[config.mk]
export PLATFORM = sky130hd
export DESIGN_NAME = char_lcd_nibble_sequencer
export DESIGN_NICKNAME = d
export VERILOG_FILES = /design/src/hw/rtl/clns_pkg.sv /design/src/hw/rtl/clns_regs.sv /design/src/hw/rtl/clns_ctrl.sv /design/src/hw/rtl/clns_dp.sv /design/src/hw/rtl/char_lcd_nibble_sequencer.sv
export SDC_FILE = /design/constraint.sdc
export NUM_CORES = 1
export LEC_CHECK = 0
export BUFFER_PORTS_ARGS = -buffer_cell sky130_fd_sc_hd__buf_4
export CAP_MARGIN = 20
export CELL_PAD_IN_SITES_DETAIL_PLACEMENT = 0
export CELL_PAD_IN_SITES_GLOBAL_PLACEMENT = 1
export CORE_ASPECT_RATIO = 1.25
export CORE_MARGIN = 2
export CORE_UTILIZATION = 48
export CTS_CLUSTER_DIAMETER = 150
export CTS_CLUSTER_SIZE = 16
export DETAILED_ROUTE_END_ITERATION = 16
export PLACE_DENSITY = 0.9
export SLEW_MARGIN = 10
export SYNTH_ARGS = -nofsm -noshare
export SYNTH_HDL_FRONTEND = slang
export SYNTH_SLANG_ARGS = --single-unit
[constraint.sdc]
create_clock -name clk_i -period 8.6 [get_ports clk_i]
set_input_delay 0.43 -clock clk_i [delete_from_list [all_inputs] [get_ports clk_i]]
set_output_delay 0.43 -clock clk_i [all_outputs]
set_load 0.005 [all_outputs]
[src/hw/rtl/clns_pkg.sv]
`timescale 1ns / 1ps
// ----------------------------------------------------------------------------
// clns_pkg
// Shared types, codes and constants for the character display nibble
// sequencer.
// ----------------------------------------------------------------------------
package clns_pkg;

  // Request codes.
  typedef enum logic [2:0] {
    OP_INIT    = 3'd0,
    OP_COMMAND = 3'd1,
    OP_DATA    = 3'd2,
    OP_CURSOR  = 3'd3,
    OP_CLEAR   = 3'd4
  } opcode_e;

  // Register indexes on the configuration port.
  typedef enum logic [2:0] {
    REG_ENABLE_PULSE = 3'd0,
    REG_NIBBLE_GAP   = 3'd1,
    REG_COMMAND_WAIT = 3'd2,
    REG_DATA_WAIT    = 3'd3,
    REG_POWER_UP     = 3'd4,
    REG_FUNCTION_SET = 3'd5,
    REG_DISPLAY_CTRL = 3'd6,
    REG_ENTRY_MODE   = 3'd7
  } reg_idx_e;

  localparam int unsigned PaddrWidth = 5;
  localparam int unsigned StepCntWidth = 5;

  localparam logic [7:0]  EnablePulseRst = 8'd1;
  localparam logic [9:0]  NibbleGapRst   = 10'd100;
  localparam logic [13:0] CommandWaitRst = 14'd2000;
  localparam logic [9:0]  DataWaitRst    = 10'd100;
  localparam logic [15:0] PowerUpWaitRst = 16'd50000;
  localparam logic [7:0]  FunctionSetRst = 8'h28;
  localparam logic [7:0]  DisplayCtrlRst = 8'h0C;
  localparam logic [7:0]  EntryModeRst   = 8'h06;

  localparam logic [15:0] WakeWaitFirstUs = 16'd5000;
  localparam logic [15:0] WakeWaitNextUs  = 16'd1000;
  localparam logic [15:0] HoldMax         = 16'hFFFF;
  localparam logic [7:0]  CmdClear        = 8'h01;
  localparam logic [3:0]  WakeNibble      = 4'h3;
  localparam logic [3:0]  FourBitNibble   = 4'h2;

  // Step counter landmarks of the initialize run.
  localparam logic [StepCntWidth-1:0] StepPowerUp    = 5'd0;
  localparam logic [StepCntWidth-1:0] StepFirstWake2 = 5'd7;
  localparam logic [StepCntWidth-1:0] StepFirstByte  = 5'd9;
  localparam logic [StepCntWidth-1:0] StepFinalByte  = 5'd21;
  localparam logic [StepCntWidth-1:0] StepLast       = 5'd24;

  typedef struct packed {
    logic [7:0]  enable_pulse_us;
    logic [9:0]  nibble_gap_us;
    logic [13:0] command_wait_us;
    logic [9:0]  data_wait_us;
    logic [15:0] power_up_wait_us;
    logic [7:0]  function_set_word;
    logic [7:0]  display_control_word;
    logic [7:0]  entry_mode_word;
  } cfg_t;

  typedef enum logic [1:0] {
    KIND_POWER_UP = 2'd0,
    KIND_EN_HIGH  = 2'd1,
    KIND_EN_LOW   = 2'd2
  } step_kind_e;

  typedef enum logic [2:0] {
    NIB_ZERO    = 3'd0,
    NIB_WAKE3   = 3'd1,
    NIB_WAKE2   = 3'd2,
    NIB_BYTE_HI = 3'd3,
    NIB_BYTE_LO = 3'd4
  } nib_sel_e;

  typedef enum logic [1:0] {
    BYTE_FUNCTION = 2'd0,
    BYTE_DISPLAY  = 2'd1,
    BYTE_ENTRY    = 2'd2,
    BYTE_REQUEST  = 2'd3
  } byte_sel_e;

  typedef enum logic [2:0] {
    EXTRA_NONE       = 3'd0,
    EXTRA_WAKE_FIRST = 3'd1,
    EXTRA_WAKE_NEXT  = 3'd2,
    EXTRA_CMD        = 3'd3,
    EXTRA_CMD_TWICE  = 3'd4,
    EXTRA_DATA       = 3'd5
  } extra_sel_e;

  typedef enum logic {
    ST_IDLE = 1'b0,
    ST_RUN  = 1'b1
  } ctrl_state_e;

  // Controller to datapath command.
  typedef struct packed {
    logic       load;
    logic       emit;
    step_kind_e kind;
    nib_sel_e   nib_sel;
    byte_sel_e  byte_sel;
    extra_sel_e extra_sel;
    logic       rs;
    logic       last;
  } dp_cmd_t;

endpackage

[src/hw/rtl/clns_regs.sv]
`timescale 1ns / 1ps
// ----------------------------------------------------------------------------
// clns_regs
// Configuration register file behind an APB-style port.
// ----------------------------------------------------------------------------
module clns_regs (
  input  logic                               clk_i,
  input  logic                               rst_ni,
  input  logic                               psel,
  input  logic                               penable,
  input  logic                               pwrite,
  input  logic [clns_pkg::PaddrWidth-1:0]    paddr,
  input  logic [31:0]                        pwdata,
  output logic [31:0]                        prdata,
  output logic                               pready,
  output clns_pkg::cfg_t                     cfg_o
);

  clns_pkg::cfg_t      cfg_q, cfg_d;
  clns_pkg::reg_idx_e  idx;
  logic                wr_en;

  assign pready = 1'b1;
  assign idx    = clns_pkg::reg_idx_e'(paddr[4:2]);
  assign wr_en  = psel & penable & pwrite;
  assign cfg_o  = cfg_q;

  always_comb begin
    cfg_d = cfg_q;
    if (wr_en) begin
      unique case (idx)
        clns_pkg::REG_ENABLE_PULSE: cfg_d.enable_pulse_us      = pwdata[7:0];
        clns_pkg::REG_NIBBLE_GAP:   cfg_d.nibble_gap_us        = pwdata[9:0];
        clns_pkg::REG_COMMAND_WAIT: cfg_d.command_wait_us      = pwdata[13:0];
        clns_pkg::REG_DATA_WAIT:    cfg_d.data_wait_us         = pwdata[9:0];
        clns_pkg::REG_POWER_UP:     cfg_d.power_up_wait_us     = pwdata[15:0];
        clns_pkg::REG_FUNCTION_SET: cfg_d.function_set_word    = pwdata[7:0];
        clns_pkg::REG_DISPLAY_CTRL: cfg_d.display_control_word = pwdata[7:0];
        clns_pkg::REG_ENTRY_MODE:   cfg_d.entry_mode_word      = pwdata[7:0];
        default: ;
      endcase
    end
  end

  always_comb begin
    prdata = 32'd0;
    unique case (idx)
      clns_pkg::REG_ENABLE_PULSE: prdata = {24'd0, cfg_q.enable_pulse_us};
      clns_pkg::REG_NIBBLE_GAP:   prdata = {22'd0, cfg_q.nibble_gap_us};
      clns_pkg::REG_COMMAND_WAIT: prdata = {18'd0, cfg_q.command_wait_us};
      clns_pkg::REG_DATA_WAIT:    prdata = {22'd0, cfg_q.data_wait_us};
      clns_pkg::REG_POWER_UP:     prdata = {16'd0, cfg_q.power_up_wait_us};
      clns_pkg::REG_FUNCTION_SET: prdata = {24'd0, cfg_q.function_set_word};
      clns_pkg::REG_DISPLAY_CTRL: prdata = {24'd0, cfg_q.display_control_word};
      clns_pkg::REG_ENTRY_MODE:   prdata = {24'd0, cfg_q.entry_mode_word};
      default: ;
    endcase
  end

  always_ff @(posedge clk_i or negedge rst_ni) begin
    if (!rst_ni) begin
      cfg_q.enable_pulse_us      <= clns_pkg::EnablePulseRst;
      cfg_q.nibble_gap_us        <= clns_pkg::NibbleGapRst;
      cfg_q.command_wait_us      <= clns_pkg::CommandWaitRst;
      cfg_q.data_wait_us         <= clns_pkg::DataWaitRst;
      cfg_q.power_up_wait_us     <= clns_pkg::PowerUpWaitRst;
      cfg_q.function_set_word    <= clns_pkg::FunctionSetRst;
      cfg_q.display_control_word <= clns_pkg::DisplayCtrlRst;
      cfg_q.entry_mode_word      <= clns_pkg::EntryModeRst;
    end else begin
      cfg_q <= cfg_d;
    end
  end

endmodule

[src/hw/rtl/clns_ctrl.sv]
`timescale 1ns / 1ps
// ----------------------------------------------------------------------------
// clns_ctrl
// Sequencer state machine: walks the step counter of a request and tells
// the datapath what each pin step is made of.
// ----------------------------------------------------------------------------
module clns_ctrl (
  input  logic                 clk_i,
  input  logic                 rst_ni,
  input  logic                 in_valid_i,
  output logic                 in_stall_o,
  input  logic [2:0]           opcode_i,
  input  logic                 out_free_i,
  output clns_pkg::dp_cmd_t    cmd_o
);

  clns_pkg::ctrl_state_e                 state_q, state_d;
  logic [clns_pkg::StepCntWidth-1:0]     cnt_q, cnt_d;
  clns_pkg::opcode_e                     op_q, op_d;
  logic [clns_pkg::StepCntWidth-1:0]     rel;
  logic                                  accept;
  logic                                  known_op;

  assign rel = cnt_q - clns_pkg::StepFirstByte;
  assign in_stall_o = (state_q != clns_pkg::ST_IDLE);
  assign accept = in_valid_i & ~in_stall_o;
  assign known_op = (opcode_i <= 3'(clns_pkg::OP_CLEAR));

  always_comb begin
    state_d = state_q;
    cnt_d   = cnt_q;
    op_d    = op_q;

    cmd_o.load      = 1'b0;
    cmd_o.emit      = 1'b0;
    cmd_o.kind      = clns_pkg::KIND_POWER_UP;
    cmd_o.nib_sel   = clns_pkg::NIB_ZERO;
    cmd_o.byte_sel  = clns_pkg::BYTE_REQUEST;
    cmd_o.extra_sel = clns_pkg::EXTRA_NONE;
    cmd_o.rs        = (op_q == clns_pkg::OP_DATA);
    cmd_o.last      = (cnt_q == clns_pkg::StepLast);

    // Step decode. Steps 1 to 8 are the wake nibbles; from step 9 on, each
    // group of four steps is one byte, high nibble first.
    if (cnt_q == clns_pkg::StepPowerUp) begin
      cmd_o.kind = clns_pkg::KIND_POWER_UP;
    end else if (cnt_q < clns_pkg::StepFirstByte) begin
      cmd_o.kind    = cnt_q[0] ? clns_pkg::KIND_EN_HIGH : clns_pkg::KIND_EN_LOW;
      cmd_o.nib_sel = (cnt_q >= clns_pkg::StepFirstWake2) ? clns_pkg::NIB_WAKE2
                                                          : clns_pkg::NIB_WAKE3;
      priority if (cnt_q == 5'd2) begin
        cmd_o.extra_sel = clns_pkg::EXTRA_WAKE_FIRST;
      end else if (cnt_q == 5'd4 || cnt_q == 5'd6) begin
        cmd_o.extra_sel = clns_pkg::EXTRA_WAKE_NEXT;
      end else begin
        cmd_o.extra_sel = clns_pkg::EXTRA_NONE;
      end
    end else begin
      cmd_o.kind     = rel[0] ? clns_pkg::KIND_EN_LOW : clns_pkg::KIND_EN_HIGH;
      cmd_o.nib_sel  = rel[1] ? clns_pkg::NIB_BYTE_LO : clns_pkg::NIB_BYTE_HI;
      cmd_o.byte_sel = clns_pkg::byte_sel_e'(rel[3:2]);
      if (rel[1:0] == 2'd3) begin
        if (rel[3:2] != 2'd3) begin
          cmd_o.extra_sel = clns_pkg::EXTRA_CMD;
        end else begin
          unique case (op_q)
            clns_pkg::OP_INIT,
            clns_pkg::OP_CLEAR: cmd_o.extra_sel = clns_pkg::EXTRA_CMD_TWICE;
            clns_pkg::OP_DATA:  cmd_o.extra_sel = clns_pkg::EXTRA_DATA;
            default:            cmd_o.extra_sel = clns_pkg::EXTRA_CMD;
          endcase
        end
      end
    end

    unique case (state_q)
      clns_pkg::ST_IDLE: begin
        if (accept && known_op) begin
          cmd_o.load = 1'b1;
          op_d       = clns_pkg::opcode_e'(opcode_i);
          cnt_d      = (op_d == clns_pkg::OP_INIT) ? clns_pkg::StepPowerUp
                                                   : clns_pkg::StepFinalByte;
          state_d    = clns_pkg::ST_RUN;
        end
      end
      clns_pkg::ST_RUN: begin
        if (out_free_i) begin
          cmd_o.emit = 1'b1;
          cnt_d      = cnt_q + 5'd1;
          if (cnt_q == clns_pkg::StepLast) begin
            state_d = clns_pkg::ST_IDLE;
          end
        end
      end
      default: state_d = clns_pkg::ST_IDLE;
    endcase
  end

  always_ff @(posedge clk_i or negedge rst_ni) begin
    if (!rst_ni) begin
      state_q <= clns_pkg::ST_IDLE;
      cnt_q   <= clns_pkg::StepPowerUp;
      op_q    <= clns_pkg::OP_INIT;
    end else begin
      state_q <= state_d;
      cnt_q   <= cnt_d;
      op_q    <= op_d;
    end
  end

endmodule

[src/hw/rtl/clns_dp.sv]
`timescale 1ns / 1ps
// ----------------------------------------------------------------------------
// clns_dp
// Datapath: holds the request byte, builds each pin step from the
// configuration and drives the output register.
// ----------------------------------------------------------------------------
module clns_dp (
  input  logic                 clk_i,
  input  logic                 rst_ni,
  input  clns_pkg::cfg_t       cfg_i,
  input  clns_pkg::dp_cmd_t    cmd_i,
  output logic                 out_free_o,
  input  logic [2:0]           opcode_i,
  input  logic [7:0]           byte_value_i,
  input  logic                 row_i,
  input  logic [5:0]           column_i,
  output logic                 out_valid_o,
  input  logic                 out_stall_i,
  output logic                 register_select_o,
  output logic                 enable_o,
  output logic [3:0]           data_nibble_o,
  output logic [15:0]          hold_us_o,
  output logic                 last_o
);

  logic [7:0]  req_byte_q, req_byte_d;
  logic        out_valid_q, out_valid_d;
  logic        rs_q, en_q, last_q;
  logic [3:0]  nib_q, nib_d;
  logic [15:0] hold_q, hold_d;
  logic [7:0]  cur_byte;
  logic [15:0] extra;
  logic [16:0] low_sum;

  assign out_free_o = ~out_valid_q | ~out_stall_i;

  // Initialize ends with the same clear byte as the clear request. The row
  // base plus a column below 64 is just the row bit above the column.
  always_comb begin
    unique case (clns_pkg::opcode_e'(opcode_i))
      clns_pkg::OP_CURSOR:  req_byte_d = {1'b1, row_i, column_i};
      clns_pkg::OP_COMMAND,
      clns_pkg::OP_DATA:    req_byte_d = byte_value_i;
      default:              req_byte_d = clns_pkg::CmdClear;
    endcase
  end

  always_comb begin
    unique case (cmd_i.byte_sel)
      clns_pkg::BYTE_FUNCTION: cur_byte = cfg_i.function_set_word;
      clns_pkg::BYTE_DISPLAY:  cur_byte = cfg_i.display_control_word;
      clns_pkg::BYTE_ENTRY:    cur_byte = cfg_i.entry_mode_word;
      default:                 cur_byte = req_byte_q;
    endcase
  end

  always_comb begin
    unique case (cmd_i.nib_sel)
      clns_pkg::NIB_WAKE3:   nib_d = clns_pkg::WakeNibble;
      clns_pkg::NIB_WAKE2:   nib_d = clns_pkg::FourBitNibble;
      clns_pkg::NIB_BYTE_HI: nib_d = cur_byte[7:4];
      clns_pkg::NIB_BYTE_LO: nib_d = cur_byte[3:0];
      default:               nib_d = 4'd0;
    endcase
  end

  always_comb begin
    unique case (cmd_i.extra_sel)
      clns_pkg::EXTRA_WAKE_FIRST: extra = clns_pkg::WakeWaitFirstUs;
      clns_pkg::EXTRA_WAKE_NEXT:  extra = clns_pkg::WakeWaitNextUs;
      clns_pkg::EXTRA_CMD:        extra = {2'd0, cfg_i.command_wait_us};
      clns_pkg::EXTRA_CMD_TWICE:  extra = {1'b0, cfg_i.command_wait_us, 1'b0};
      clns_pkg::EXTRA_DATA:       extra = {6'd0, cfg_i.data_wait_us};
      default:                    extra = 16'd0;
    endcase
  end

  assign low_sum = {7'd0, cfg_i.nibble_gap_us} + {1'b0, extra};

  always_comb begin
    unique case (cmd_i.kind)
      clns_pkg::KIND_EN_HIGH: hold_d = {8'd0, cfg_i.enable_pulse_us};
      clns_pkg::KIND_EN_LOW:  hold_d = low_sum[16] ? clns_pkg::HoldMax : low_sum[15:0];
      default:                hold_d = cfg_i.power_up_wait_us;
    endcase
  end

  always_comb begin
    if (cmd_i.emit) begin
      out_valid_d = 1'b1;
    end else begin
      out_valid_d = out_valid_q & out_stall_i;
    end
  end

  always_ff @(posedge clk_i or negedge rst_ni) begin
    if (!rst_ni) begin
      out_valid_q <= 1'b0;
    end else begin
      out_valid_q <= out_valid_d;
    end
  end

  always_ff @(posedge clk_i) begin
    if (cmd_i.load) begin
      req_byte_q <= req_byte_d;
    end
    if (cmd_i.emit) begin
      rs_q   <= cmd_i.rs;
      en_q   <= (cmd_i.kind == clns_pkg::KIND_EN_HIGH);
      nib_q  <= nib_d;
      hold_q <= hold_d;
      last_q <= cmd_i.last;
    end
  end

  assign out_valid_o       = out_valid_q;
  assign register_select_o = rs_q;
  assign enable_o          = en_q;
  assign data_nibble_o     = nib_q;
  assign hold_us_o         = hold_q;
  assign last_o            = last_q;

endmodule

[src/hw/rtl/char_lcd_nibble_sequencer.sv]
`timescale 1ns / 1ps
// ----------------------------------------------------------------------------
// char_lcd_nibble_sequencer
// Turns display requests into runs of pin steps for a character display on
// a 4-bit bus.
//
//   Channel   Handshake              Payload
//   request   in_valid_i/in_stall_o  opcode_i, byte_value_i, row_i, column_i
//   step      out_valid_o/out_stall_i register_select_o, enable_o,
//                                    data_nibble_o, hold_us_o, last_o
//   config    APB write/read         paddr, pwdata, prdata
//
// A request is taken while the block is idle and then plays one step per
// cycle from the step counter while the step channel is not stalled: 25
// steps for initialize, 4 for the others. Unknown opcodes are dropped in
// the accepting cycle. A stalled step holds the counter.
// Reset is asynchronous and restores the register defaults.
// ----------------------------------------------------------------------------
module char_lcd_nibble_sequencer (
  input  logic                            clk_i,
  input  logic                            rst_ni,
  input  logic                            in_valid_i,
  output logic                            in_stall_o,
  input  logic [2:0]                      opcode_i,
  input  logic [7:0]                      byte_value_i,
  input  logic                            row_i,
  input  logic [5:0]                      column_i,
  output logic                            out_valid_o,
  input  logic                            out_stall_i,
  output logic                            register_select_o,
  output logic                            enable_o,
  output logic [3:0]                      data_nibble_o,
  output logic [15:0]                     hold_us_o,
  output logic                            last_o,
  input  logic                            psel,
  input  logic                            penable,
  input  logic                            pwrite,
  input  logic [clns_pkg::PaddrWidth-1:0] paddr,
  input  logic [31:0]                     pwdata,
  output logic [31:0]                     prdata,
  output logic                            pready
);

  clns_pkg::cfg_t    cfg;
  clns_pkg::dp_cmd_t cmd;
  logic              out_free;

  clns_regs u_regs (
    .clk_i   (clk_i),
    .rst_ni  (rst_ni),
    .psel    (psel),
    .penable (penable),
    .pwrite  (pwrite),
    .paddr   (paddr),
    .pwdata  (pwdata),
    .prdata  (prdata),
    .pready  (pready),
    .cfg_o   (cfg)
  );

  clns_ctrl u_ctrl (
    .clk_i      (clk_i),
    .rst_ni     (rst_ni),
    .in_valid_i (in_valid_i),
    .in_stall_o (in_stall_o),
    .opcode_i   (opcode_i),
    .out_free_i (out_free),
    .cmd_o      (cmd)
  );

  clns_dp u_dp (
    .clk_i             (clk_i),
    .rst_ni            (rst_ni),
    .cfg_i             (cfg),
    .cmd_i             (cmd),
    .out_free_o        (out_free),
    .opcode_i          (opcode_i),
    .byte_value_i      (byte_value_i),
    .row_i             (row_i),
    .column_i          (column_i),
    .out_valid_o       (out_valid_o),
    .out_stall_i       (out_stall_i),
    .register_select_o (register_select_o),
    .enable_o          (enable_o),
    .data_nibble_o     (data_nibble_o),
    .hold_us_o         (hold_us_o),
    .last_o            (last_o)
  );

endmodule

==> results of run 1 <==
## through the flow
| stage | setup slack [ps] | cells | power [mW] |
|---|---|---|---|
| after floorplan | 4080 | 693 | 1.68 |
| after global placement | 3210 | 910 | 1.99 |
| after detailed placement | 3190 | 910 | 2.02 |
| after CTS | 3140 | 943 | 2.78 |
| after global routing | 2770 | 943 | 2.94 |
| final | 3060 | 943 | 2.79 |
## area by class of cell
type / count / area (sq um)
Clock inverter: 7 / 71.3
Clock buffer: 25 / 569
Inverter: 17 / 63.8
Fill cell: 1189 / 6000
Sequential cell: 123 / 3260
Tap cell: 178 / 223
Multi-Input combinational cell: 502 / 3650
Timing Repair Buffer: 91 / 686
## registers in the layout, summed over array words and instances, names as in the netlist
name,count
u_ctrl.cnt_q,5
u_ctrl.in_stall_o,1
u_ctrl.op_q,3
u_dp.data_nibble_o,4
u_dp.enable_o,1
u_dp.hold_us_o,16
u_dp.last_o,1
u_dp.out_valid_o,1
u_dp.register_select_o,1
u_dp.req_byte_q,8
u_regs.cfg_o,82
## critical path, stage by stage (launching register included)
cell	delay [ps]
dfrtp_1	660
inv_1	530
ha_1	440
or4b_2	820
o31ai_1	190
a21o_1	320
nor2_1	160
a22o_1	230
ha_1	220
fa_1	450
a211oi_1	380
o21a_1	230
o31ai_1	90
inv_1	140
nor4_2	80
xnor2_1	130
a22o_1	210
## cells by family (layout without fill, tap and decap cells)
logic type                 count (synthesis)  count (layout)  share of synthesized area [%]
AOI/OAI and AO/OA                        175             175                           16.2
other                                      2              17                          0.105
buffers and inverters                     68             140                           4.64
DFF                                      123             123                           45.5
muxes                                    116             116                           18.2
adders and majority gates                 15              15                           2.72
and+or+nand+nor                          168             168                           11.2
xor gates and xnor gates                  11              11                           1.45
## power groups by stage
| stage | logic (mW) | registers [mW] | clock network (mW) |
|---|---|---|---|
| after detailed placement | 1.05 | 0.964 | 0 |
| after floorplan | 0.788 | 0.887 | 0 |
| final | 1.08 | 0.957 | 0.750 |
| after global routing | 1.18 | 0.978 | 0.774 |
| after global placement | 1.03 | 0.954 | 0 |
| after CTS | 1.07 | 0.954 | 0.754 |
## worst max path at each step
stage	to	cells after the start
2_1_floorplan	u_dp.hold_us_o[9]	19
3_3_place_gp	u_dp.hold_us_o[14]	16
3_5_place_dp	u_dp.hold_us_o[14]	16
4_1_cts	u_dp.hold_us_o[14]	16
5_1_grt	u_dp.hold_us_o[14]	16
6_report	u_dp.hold_us_o[14]	16
## cell usage in the layout, fill, tap and decap left out, types with 3 or more instances in the layout
cell and count:
a211oi_1 4, a21o_1 8, a21oi_1 44, a221oi_1 11, a22o_1 9, a22oi_1 16
a31oi_1 3, and2_1 5, buf_4 90, clkbuf_16 20, clkbuf_8 5, clkinvlp_4 3
conb_1 17, dfrtp_1 67, dfstp_2 25, edfxtp_1 31, ha_1 14, inv_1 16
mux2_2 86, mux2i_1 27, mux4_2 3, nand2_1 45, nand2b_1 3, nand3_1 4
nand4_1 5, nor2_1 71, nor2b_1 3, nor3_1 8, nor3_2 3, nor3b_1 4
o21a_1 6, o21ai_0 45, o22ai_1 5, o31ai_1 4, or3_1 3, xnor2_1 6
xor2_1 4
## layer usage
| layer | wire, microns | share of wire [%] | track usage, % | vias to the layer above |
|---|---|---|---|---|
| met3 | 1260 | 6.4 | 4.90 | 68 |
| met5 | 0 | 0 | 0 | - |
| met4 | 743 | 3.8 | 12.0 | 0 |
| li1 | - | - | - | 2621 |
| met1 | 7670 | 39 | 29.8 | 2896 |
| met2 | 9820 | 50 | 43.1 | 285 |
## repair_timing
item | in CTS | in global routing
endpoints found under the hold margin | 18 | 0
hold buffers | 1 | 0
setup buffers | 0 | 0
gates resized for setup | 0 | 0
==> run metrics, run 1 <==
run status complete, no violations; internal power approximately 1.8 mW; worst-margin pin slew roughly 1100 ps; fin nets between 800 and 900; arrival time at the worst endpoint ~5700 ps; ant diodes 0; layout cell share with drive strength beyond 1 between 30% and 40%; Crit Path Category reg -> reg; Max IR drop VDD 0.000126 V; Tmin final between 5000 and 6000 ps; Slew HR a little over a quarter; CP Launch Point u_ctrl.cnt_q[0]; vias in the first global route about 6,100; site row count around 50; Setup violations, final 0; fmax roughly 0.18 GHz; Final Hold Vio Count 0; Layout Skew ~7.1 ps; Max-cap violations 0; DRT antenna net count 0; Period Utilization, post-route 64.4%; synth cell count leaders 86 x mux2_2, 71 x nor2_1, 67 x dfrtp_1, 45 x nand2_1, 45 x o21ai_0; Netlist cell types 68; reg2reg start u_ctrl.cnt_q[0]; Die W approximately 110 microns; initial core utilization between 40% and 50%; class of the worst hold path in -> reg; largest net degree at the start of global routing 70; clock tree sinks 123; switching pwr 1.02 mW; count leader, synth mux2_2; Clk network pwr share 26.9%; Post-synth EDFFs 31; TritonCTS clock tree built; # DRC 0; Leakage Power 3.65 nW; synth top area cells dfrtp_1 23%, mux2_2 14%, edfxtp_1 13%; clk_lat worst skew between 400 and 500 ps; combinational share of power 38.8%; Port Buffer Count 84; RSZ-0062 raised after global routing false; Seq/Total Area, Yosys a little under half; Via density 6.22; minimum hold slack roughly 240 ps; aggregate global-route resource usage around a quarter; boundary pin count 120; critical path launch point type register; total grt overflow 0; Crit Path Max Fanout 18; RD Place Congestion between 0.8 and 0.9; Final Instance Area around 8500 sq um; DIE AREA 15,900 sq um; Endpoint, Worst Hold u_regs.cfg_o[62]; Worst Hold Launch pwdata[12]; Switching Share a little over a third; Seq cells post-synth approximately 120; Synth async-reset ratio about three quarters; CP endpoint kind register; final count of pins violating max slew 0; register share of total power approximately 34%; first-pass GRT wire length 31,000 microns; clk root buf clkbuf_16; Syn Std Cell Area about 7200 sq um; worst reg2reg endpoint u_dp.hold_us_o[14]; Mapped Cells slightly below 700; antenna violations before repair 0; routed wire length 19,500 microns; top_reg_cell synth dfrtp_1; CTS max path bufs 2; largest area contributor in the netlist dfrtp_1; Pwr Density ~330 nW/um^2; setup TNS 0 ps; H-tree levels 4; r2r setup slk just over 3000 ps; post-synth top area share 23.4%; core region area roughly 15,000 sq um; placed standard-cell area just under 8000 sq um; hold path depth 3; Post-Syn Area per Cell between 10 and 15 sq um; Reg clk slew, reported paths 60 ps; DPL Wire Length ~14,000 microns; DRT iter0 DRCs 623; vias a little under 6,000; Critical Path RT 8770 ps; Worst R2R Path Depth 16; WL/cell 20.7 microns; warnings from Yosys 0; DRT Pass-1 Iters 5; area delta synth->final 19.0%; final core occ between 50% and 60%; Vert. Die Dim 141 microns; clock buffer count from CTS 17
Note: power is estimated with default switching activity, not from simulation.
==> inputs of run 2 (changes only) <==
- CORE_UTILIZATION: 48 -> 45
- PLACE_DENSITY: 0.9 -> 0.85
- clock period: 8.6 -> 5.4 ns (I/O delays scaled with it)
==> run 2 against run 1 <==
Against the previous run:
- sequential power up 57%
- clock-buffer cell count did not move
- via count fell by 2.0%
- worst setup slack lost 2300 ps
- routed wire length up 0.32%
- maximum frequency rose by 19%
- power rose by 58%
- die area rose by 6.5%
- register-to-register slack worse by 2300 ps
- critical endpoint unchanged
- highest routed layer unchanged
==> run metrics, run 2 (synthesis gave the netlist of run 1 again) <==
fill cell count 1,407 (+18%); RSZ-0062 raised after global routing false; CTS max path bufs 2 (unchanged); Crit Path Max Fanout 8 (-10); core region area 15,600 sq um (+7.2%); clk root buf clkbuf_16; Die W 117 microns (+3.2%); Period Utilization, post-route 86.3% (+22 points); Final Hold Vio Count 0 (unchanged); post-CTS setup buffers 0 (unchanged); critical path launch point type register; vias 5,755 (-2.0%); area delta synth->final 19.8%; first-pass GRT wire length 31,600 microns (+1.9%); sequential cell area 3260 sq um (unchanged); aggregate global-route resource usage 24.1% (-0.84 points); total grt overflow 0 (unchanged); Max IR drop VDD 0.000229 V (+81%); fin nets 836 (+0.84%); run status complete, no violations; WP depth 16 (unchanged); Max-cap violations 0 (unchanged); DIE AREA 17,000 sq um (+6.5%); setup TNS 0 ps (unchanged); worst-path cell chain inv_1 -> ha_1 -> or4b_2 -> o31ai_1 -> a21o_1 -> nor2_1 -> a22o_1 -> ha_1 -> fa_1 -> a211oi_1 -> o21a_1 -> o31ai_1 -> inv_1 -> nor4_2 -> xnor2_1 -> a22o_1; DPL Wire Length 14,000 microns (+1.4%); Worst R2R Path Depth 16 (unchanged); internal power 2.77 mW (+57%); Leakage Power 3.66 nW (+0.13%); fmax 0.215 GHz (+19%); Pwr Density 513 nW/um^2 (+57%); DRT Pass-1 Iters 5 (unchanged); CP Launch Point u_ctrl.cnt_q[1]; DRT antenna net count 0 (unchanged); combinational share of power 40.3% (+1.5 points); vias in the first global route 5,883 (-3.8%); boundary pin count 120 (unchanged); delay-heaviest family, CP compound AO/OA/AOI/OAI gates; Worst path slowest cell or4b_2; commonest non-fill, non-tap cell in the layout buf_4; CP endpoint kind register; Worst path max stage delay 640 ps (-180 ps); # DRC 0 (unchanged); Switching Share 37.1% (+0.42 points); critical path capture point u_dp.hold_us_o[14]; routed wire length 19,600 microns (+0.32%); initial core utilization 46.1% (-3.3 points); Final Power 4.40 mW (+58%); final count of pins violating max slew 0 (unchanged); RD Place Congestion 0.891 (+0.33%); area of the multi-input gates 3650 sq um (unchanged); Vert. Die Dim 145 microns (+3.2%); WL/cell 19.9 microns (-3.9%); DRT iter0 DRCs 501 (-20%); Worst Hold Launch pwdata[12]; max FFs per register 82 (unchanged); clock tree sinks 123 (unchanged); Slew HR 33.2% (+5.7 points); CP bufs+invs 2 (unchanged); Critical Path RT 5570 ps (-3200 ps); Clk network pwr share 25.5% (-1.4 points); H-tree levels 4 (unchanged); clk_lat worst skew 420 ps (about the same); layout cell share with drive strength beyond 1 33.4% (+0.35 points); Setup violations, final 0 (unchanged); clock buffer count from CTS 17 (unchanged); ant diodes 0 (unchanged); r2r setup slk 740 ps (-2320 ps); Reg clk slew, reported paths 60 ps (about the same); reg2reg start u_ctrl.cnt_q[1]; largest net degree at the start of global routing 92 (+31%); antenna violations before repair 0 (unchanged); class of the worst hold path in -> reg; Via density 5.85 (-6.0%); site row count 51 (+4.1%); worst reg2reg endpoint u_dp.hold_us_o[14]; TritonCTS clock tree built; Crit Path Category reg -> reg; arrival time at the worst endpoint 4830 ps (-880 ps); register share of total power 34.2% (about the same); switching pwr 1.63 mW (+60%); worst-margin pin slew 997 ps (-85.4 ps); most frequent cells in the layout 96 x buf_4, 86 x mux2_2, 71 x nor2_1, 67 x dfrtp_1; Port Buffer Count 84 (unchanged); Tmin final 4660 ps (-876 ps); Layout Skew 6.79 ps (-0.317 ps)
-- run 2: what timing repair did --
item,in CTS,in global routing
resized for setup,0,0
endpoints found under the setup margin,0,0
hold buffers,1,0
hold endpoints to repair,1,0
-- run 2: power groups by stage --
| stage | registers (mW) | logic, mW | clock network, mW |
|---|---|---|---|
| floorplan | 1.41 | 1.25 | 0 |
| global placement | 1.50 | 1.71 | 0 |
| detailed placement | 1.51 | 1.74 | 0 |
| CTS | 1.50 | 1.76 | 1.13 |
| global route | 1.53 | 1.96 | 1.18 |
| finish | 1.50 | 1.78 | 1.12 |
-- run 2: metrics by stage --
stage                     cells  setup slack, ps  utilization (%)  hold WS (ps)  area (sq um)
after floorplan             693              878                -         -25.6          7230
after global placement      951              925             51.2           221          7980
after detailed placement    951              924             51.2           220          7980
after CTS                   984              837             55.1          74.4          8590
after global routing        984              488             55.2          78.4          8590
final                       984              740             55.2          85.0          8590
-- run 2: cell type report --
class	count	area share (%)
Tap cell	212	3.09
Multi-Input combinational cell	502	42.5
Timing Repair Buffer	98	8.64
Clock buffer	25	6.39
Sequential cell	123	38.0
Clock inverter	7	0.597
Inverter	17	0.743
-- run 2: worst min path at each step --
stage	slack, ps	cells after the start	endpoint
after floorplan	-30	0	u_ctrl.cnt_q[0]
after global placement	220	1	u_regs.cfg_o[2]
after detailed placement	220	1	u_regs.cfg_o[2]
after CTS	70	3	u_regs.cfg_o[62]
after global routing	80	3	u_regs.cfg_o[62]
final	90	3	u_regs.cfg_o[62]
-- run 2: worst reg2reg max path: stages (launching register included) --
cell      delay (ps)
dfrtp_1          480
inv_1            180
ha_1             340
or4b_2           640
o31ai_1          140
a21o_1           330
nor2_1           170
a22o_1           210
ha_1             210
fa_1             450
a211oi_1         380
o21a_1           250
o31ai_1           90
inv_1            140
nor4_2            80
xnor2_1          140
a22o_1           190
-- run 2: layer usage --
layer	up-vias	share of wire [%]	track usage, %
met5	-	0	0
met4	0	3.0	9.24
met3	46	6.3	4.34
met2	255	51	39.7
met1	2822	40	31.3
li1	2632	-	-
==> inputs of run 3 (changes only) <==
- REMOVE_ABC_BUFFERS: unset -> 1
==> run 3 against run 2 <==
Against the previous run:
- via count is 0.64% lower
- global-route usage is 0.16 points higher
- first-iteration DRC count is 2.0% higher
- maximum frequency is 3.4% lower
- utilization hardly changed
- clock skew is 2.5 ps higher
- worst hold slack worse by 1.2 ps
==> run metrics, run 3 (synthesis gave the netlist of run 1 again) <==
DIE AREA 17,000 sq um (unchanged); site row count 51 (unchanged); critical path launch point type register; Post-Place Cells 951 (unchanged); Vert. Die Dim 145 microns (unchanged); clock buffer count from CTS 17 (unchanged); Max-cap violations 0 (unchanged); largest net degree at the start of global routing 74 (-20%); Port Buffer Count 84 (unchanged); clock tree sinks 123 (unchanged); commonest non-fill, non-tap cell in the layout buf_4; clk root buf clkbuf_16; RSZ-0062 raised after global routing false; run status complete, no violations; DRT antenna net count 0 (unchanged); arrival time at the worst endpoint 4990 ps (+160 ps); setup ws final 577 ps (-163 ps); Final Hold Vio Count 0 (unchanged); Max IR drop VDD 0.000260 V (+14%); sequential cell area 3260 sq um (unchanged); initial core utilization 46.1% (unchanged); RD Place Congestion 0.886 (-0.58%); final count of pins violating max slew 0 (unchanged); # DRC 0 (unchanged); TritonCTS clock tree built; total grt overflow 0 (unchanged); most frequent cells in the layout 97 x buf_4, 86 x mux2_2, 71 x nor2_1, 67 x dfrtp_1; clk_lat worst skew 410 ps (about the same); area delta synth->final 19.8% (about the same); Post-Layout Cell Count 984 (unchanged); fill cell count 1,407 (unchanged); vias in the first global route 5,788 (-1.6%); ant diodes 0 (unchanged); Reg clk slew, reported paths 60 ps (about the same); aggregate global-route resource usage 24.3% (+0.16 points); Worst path slowest cell nor4b_1; boundary pin count 120 (unchanged); Pwr Density 517 nW/um^2 (+0.89%); Worst path max stage delay 600 ps (-40 ps); CTS max path bufs 2 (unchanged); Tmin final 4820 ps (+163 ps); Period Utilization, post-route 89.3% (+3.0 points); Critical Path RT 5560 ps (about the same); setup TNS 0 ps (unchanged); H-tree levels 4 (unchanged); first-pass GRT wire length 31,300 microns (-1.0%); WL/cell 20.0 microns (+0.81%); class of the worst hold path in -> reg; vias 5,718 (-0.64%); Layout Skew 9.28 ps (+2.49 ps); Die W 117 microns (unchanged); PostCTS Resize Cnt 0 (unchanged); antenna violations before repair 0 (unchanged); DPL Wire Length 13,900 microns (-1.2%); CP endpoint kind register; Slew HR 22.8% (-10 points); fin nets 836 (unchanged); worst-margin pin slew 1150 ps (+154 ps); Leakage Power 3.67 nW (+0.37%); DRT iter0 DRCs 511 (+2.0%); Crit Path Max Fanout 13 (+5); post-placement setup slack 760 ps (-164 ps); routed wire length 19,700 microns (+0.81%); core region area 15,600 sq um (unchanged); max FFs per register 82 (unchanged); DRT Pass-1 Iters 7 (+2); Via density 5.81 (-0.64%); minimum hold slack 83.9 ps (-1.17 ps); fmax 0.207 GHz (-3.4%); Setup violations, final 0 (unchanged); Final Power 4.44 mW (+0.88%); area of the multi-input gates 3650 sq um (unchanged); layout cell share with drive strength beyond 1 33.7% (+0.26 points); Crit Path Category reg -> reg; worst-path cell chain inv_1 -> buf_4 -> ha_1 -> nor4b_1 -> o31ai_1 -> a21o_1 -> nor2_1 -> a22o_1 -> ha_1 -> fa_1 -> a211oi_1 -> o21a_1 -> o31ai_1 -> inv_1 -> nor4_2 -> xnor2_1 -> a22o_1
==> run 3: cell types whose count changed in the layout (fill, tap and decap cells not counted), sizes merged <==
cell / change
bufinv: +2
clkinvlp: -4
inv: +10
clkbuf: -8
==> run 3: worst paths after layout <==
check	from	end	slack [ps]	cells after the start
max in group asynchronous	rst_ni	u_regs.cfg_o[48]	3900	3
worst max register to register	u_ctrl.cnt_q[0]	u_dp.hold_us_o[14]	580	17
worst min-delay path	pwdata[12]	u_regs.cfg_o[62]	80	3
worst min register to register	u_regs.cfg_o[79]	u_regs.cfg_o[79]	530	1
min in group asynchronous	rst_ni	u_ctrl.cnt_q[3]	280	2
worst max-delay path	u_ctrl.cnt_q[0]	u_dp.hold_us_o[14]	580	17
==> run 3: layer usage <==
| layer | routed length (microns) | vias to the layer above | track usage (%) |
|---|---|---|---|
| met5 | 0 | - | 0 |
| li1 | - | 2639 | - |
| met1 | 8050 | 2817 | 30.7 |
| met2 | 9790 | 214 | 39.5 |
| met3 | 1010 | 48 | 4.30 |
| met4 | 867 | 0 | 12.0 |
==> run 3: layout make-up <==
class                           count  area share (%)
Clock buffer                       17            4.95
Sequential cell                   123            38.0
Tap cell                          212            3.09
Clock inverter                     15            2.07
Inverter                           17           0.743
Multi-Input combinational cell    502            42.5
Timing Repair Buffer               98            8.60
==> run 3: where the power goes <==
group	switching [mW]	internal (mW)	total [mW]
registers	0.226	1.27	1.49
logic	0.987	0.794	1.78
clock network	0.471	0.699	1.17
==> run 3: per-stage QoR <==
stage / utilization, % / instance area [sq um]
floorplan: - / 6960
global placement: 51.2 / 7980
detailed placement: 51.2 / 7980
CTS: 55.2 / 8590
global route: 55.2 / 8590
finish: 55.2 / 8590
==> run 3: worst max-delay path: cells and delay by family, from the launching register on <==
| family | cells | cell delay, ps |
|---|---|---|
| AOI/OAI and AO/OA | 7 | 1690 |
| xor gates and xnor gates | 1 | 100 |
| adders and majority gates | 3 | 710 |
| buffers and inverters | 3 | 490 |
| DFF | 1 | 380 |
| and+or+nand+nor | 3 | 1200 |
==> run 3: what timing repair did <==
action                    in CTS  in global routing
hold buffers                   1                  0
buffers inserted               0                  0
hold endpoints to repair      16                  0
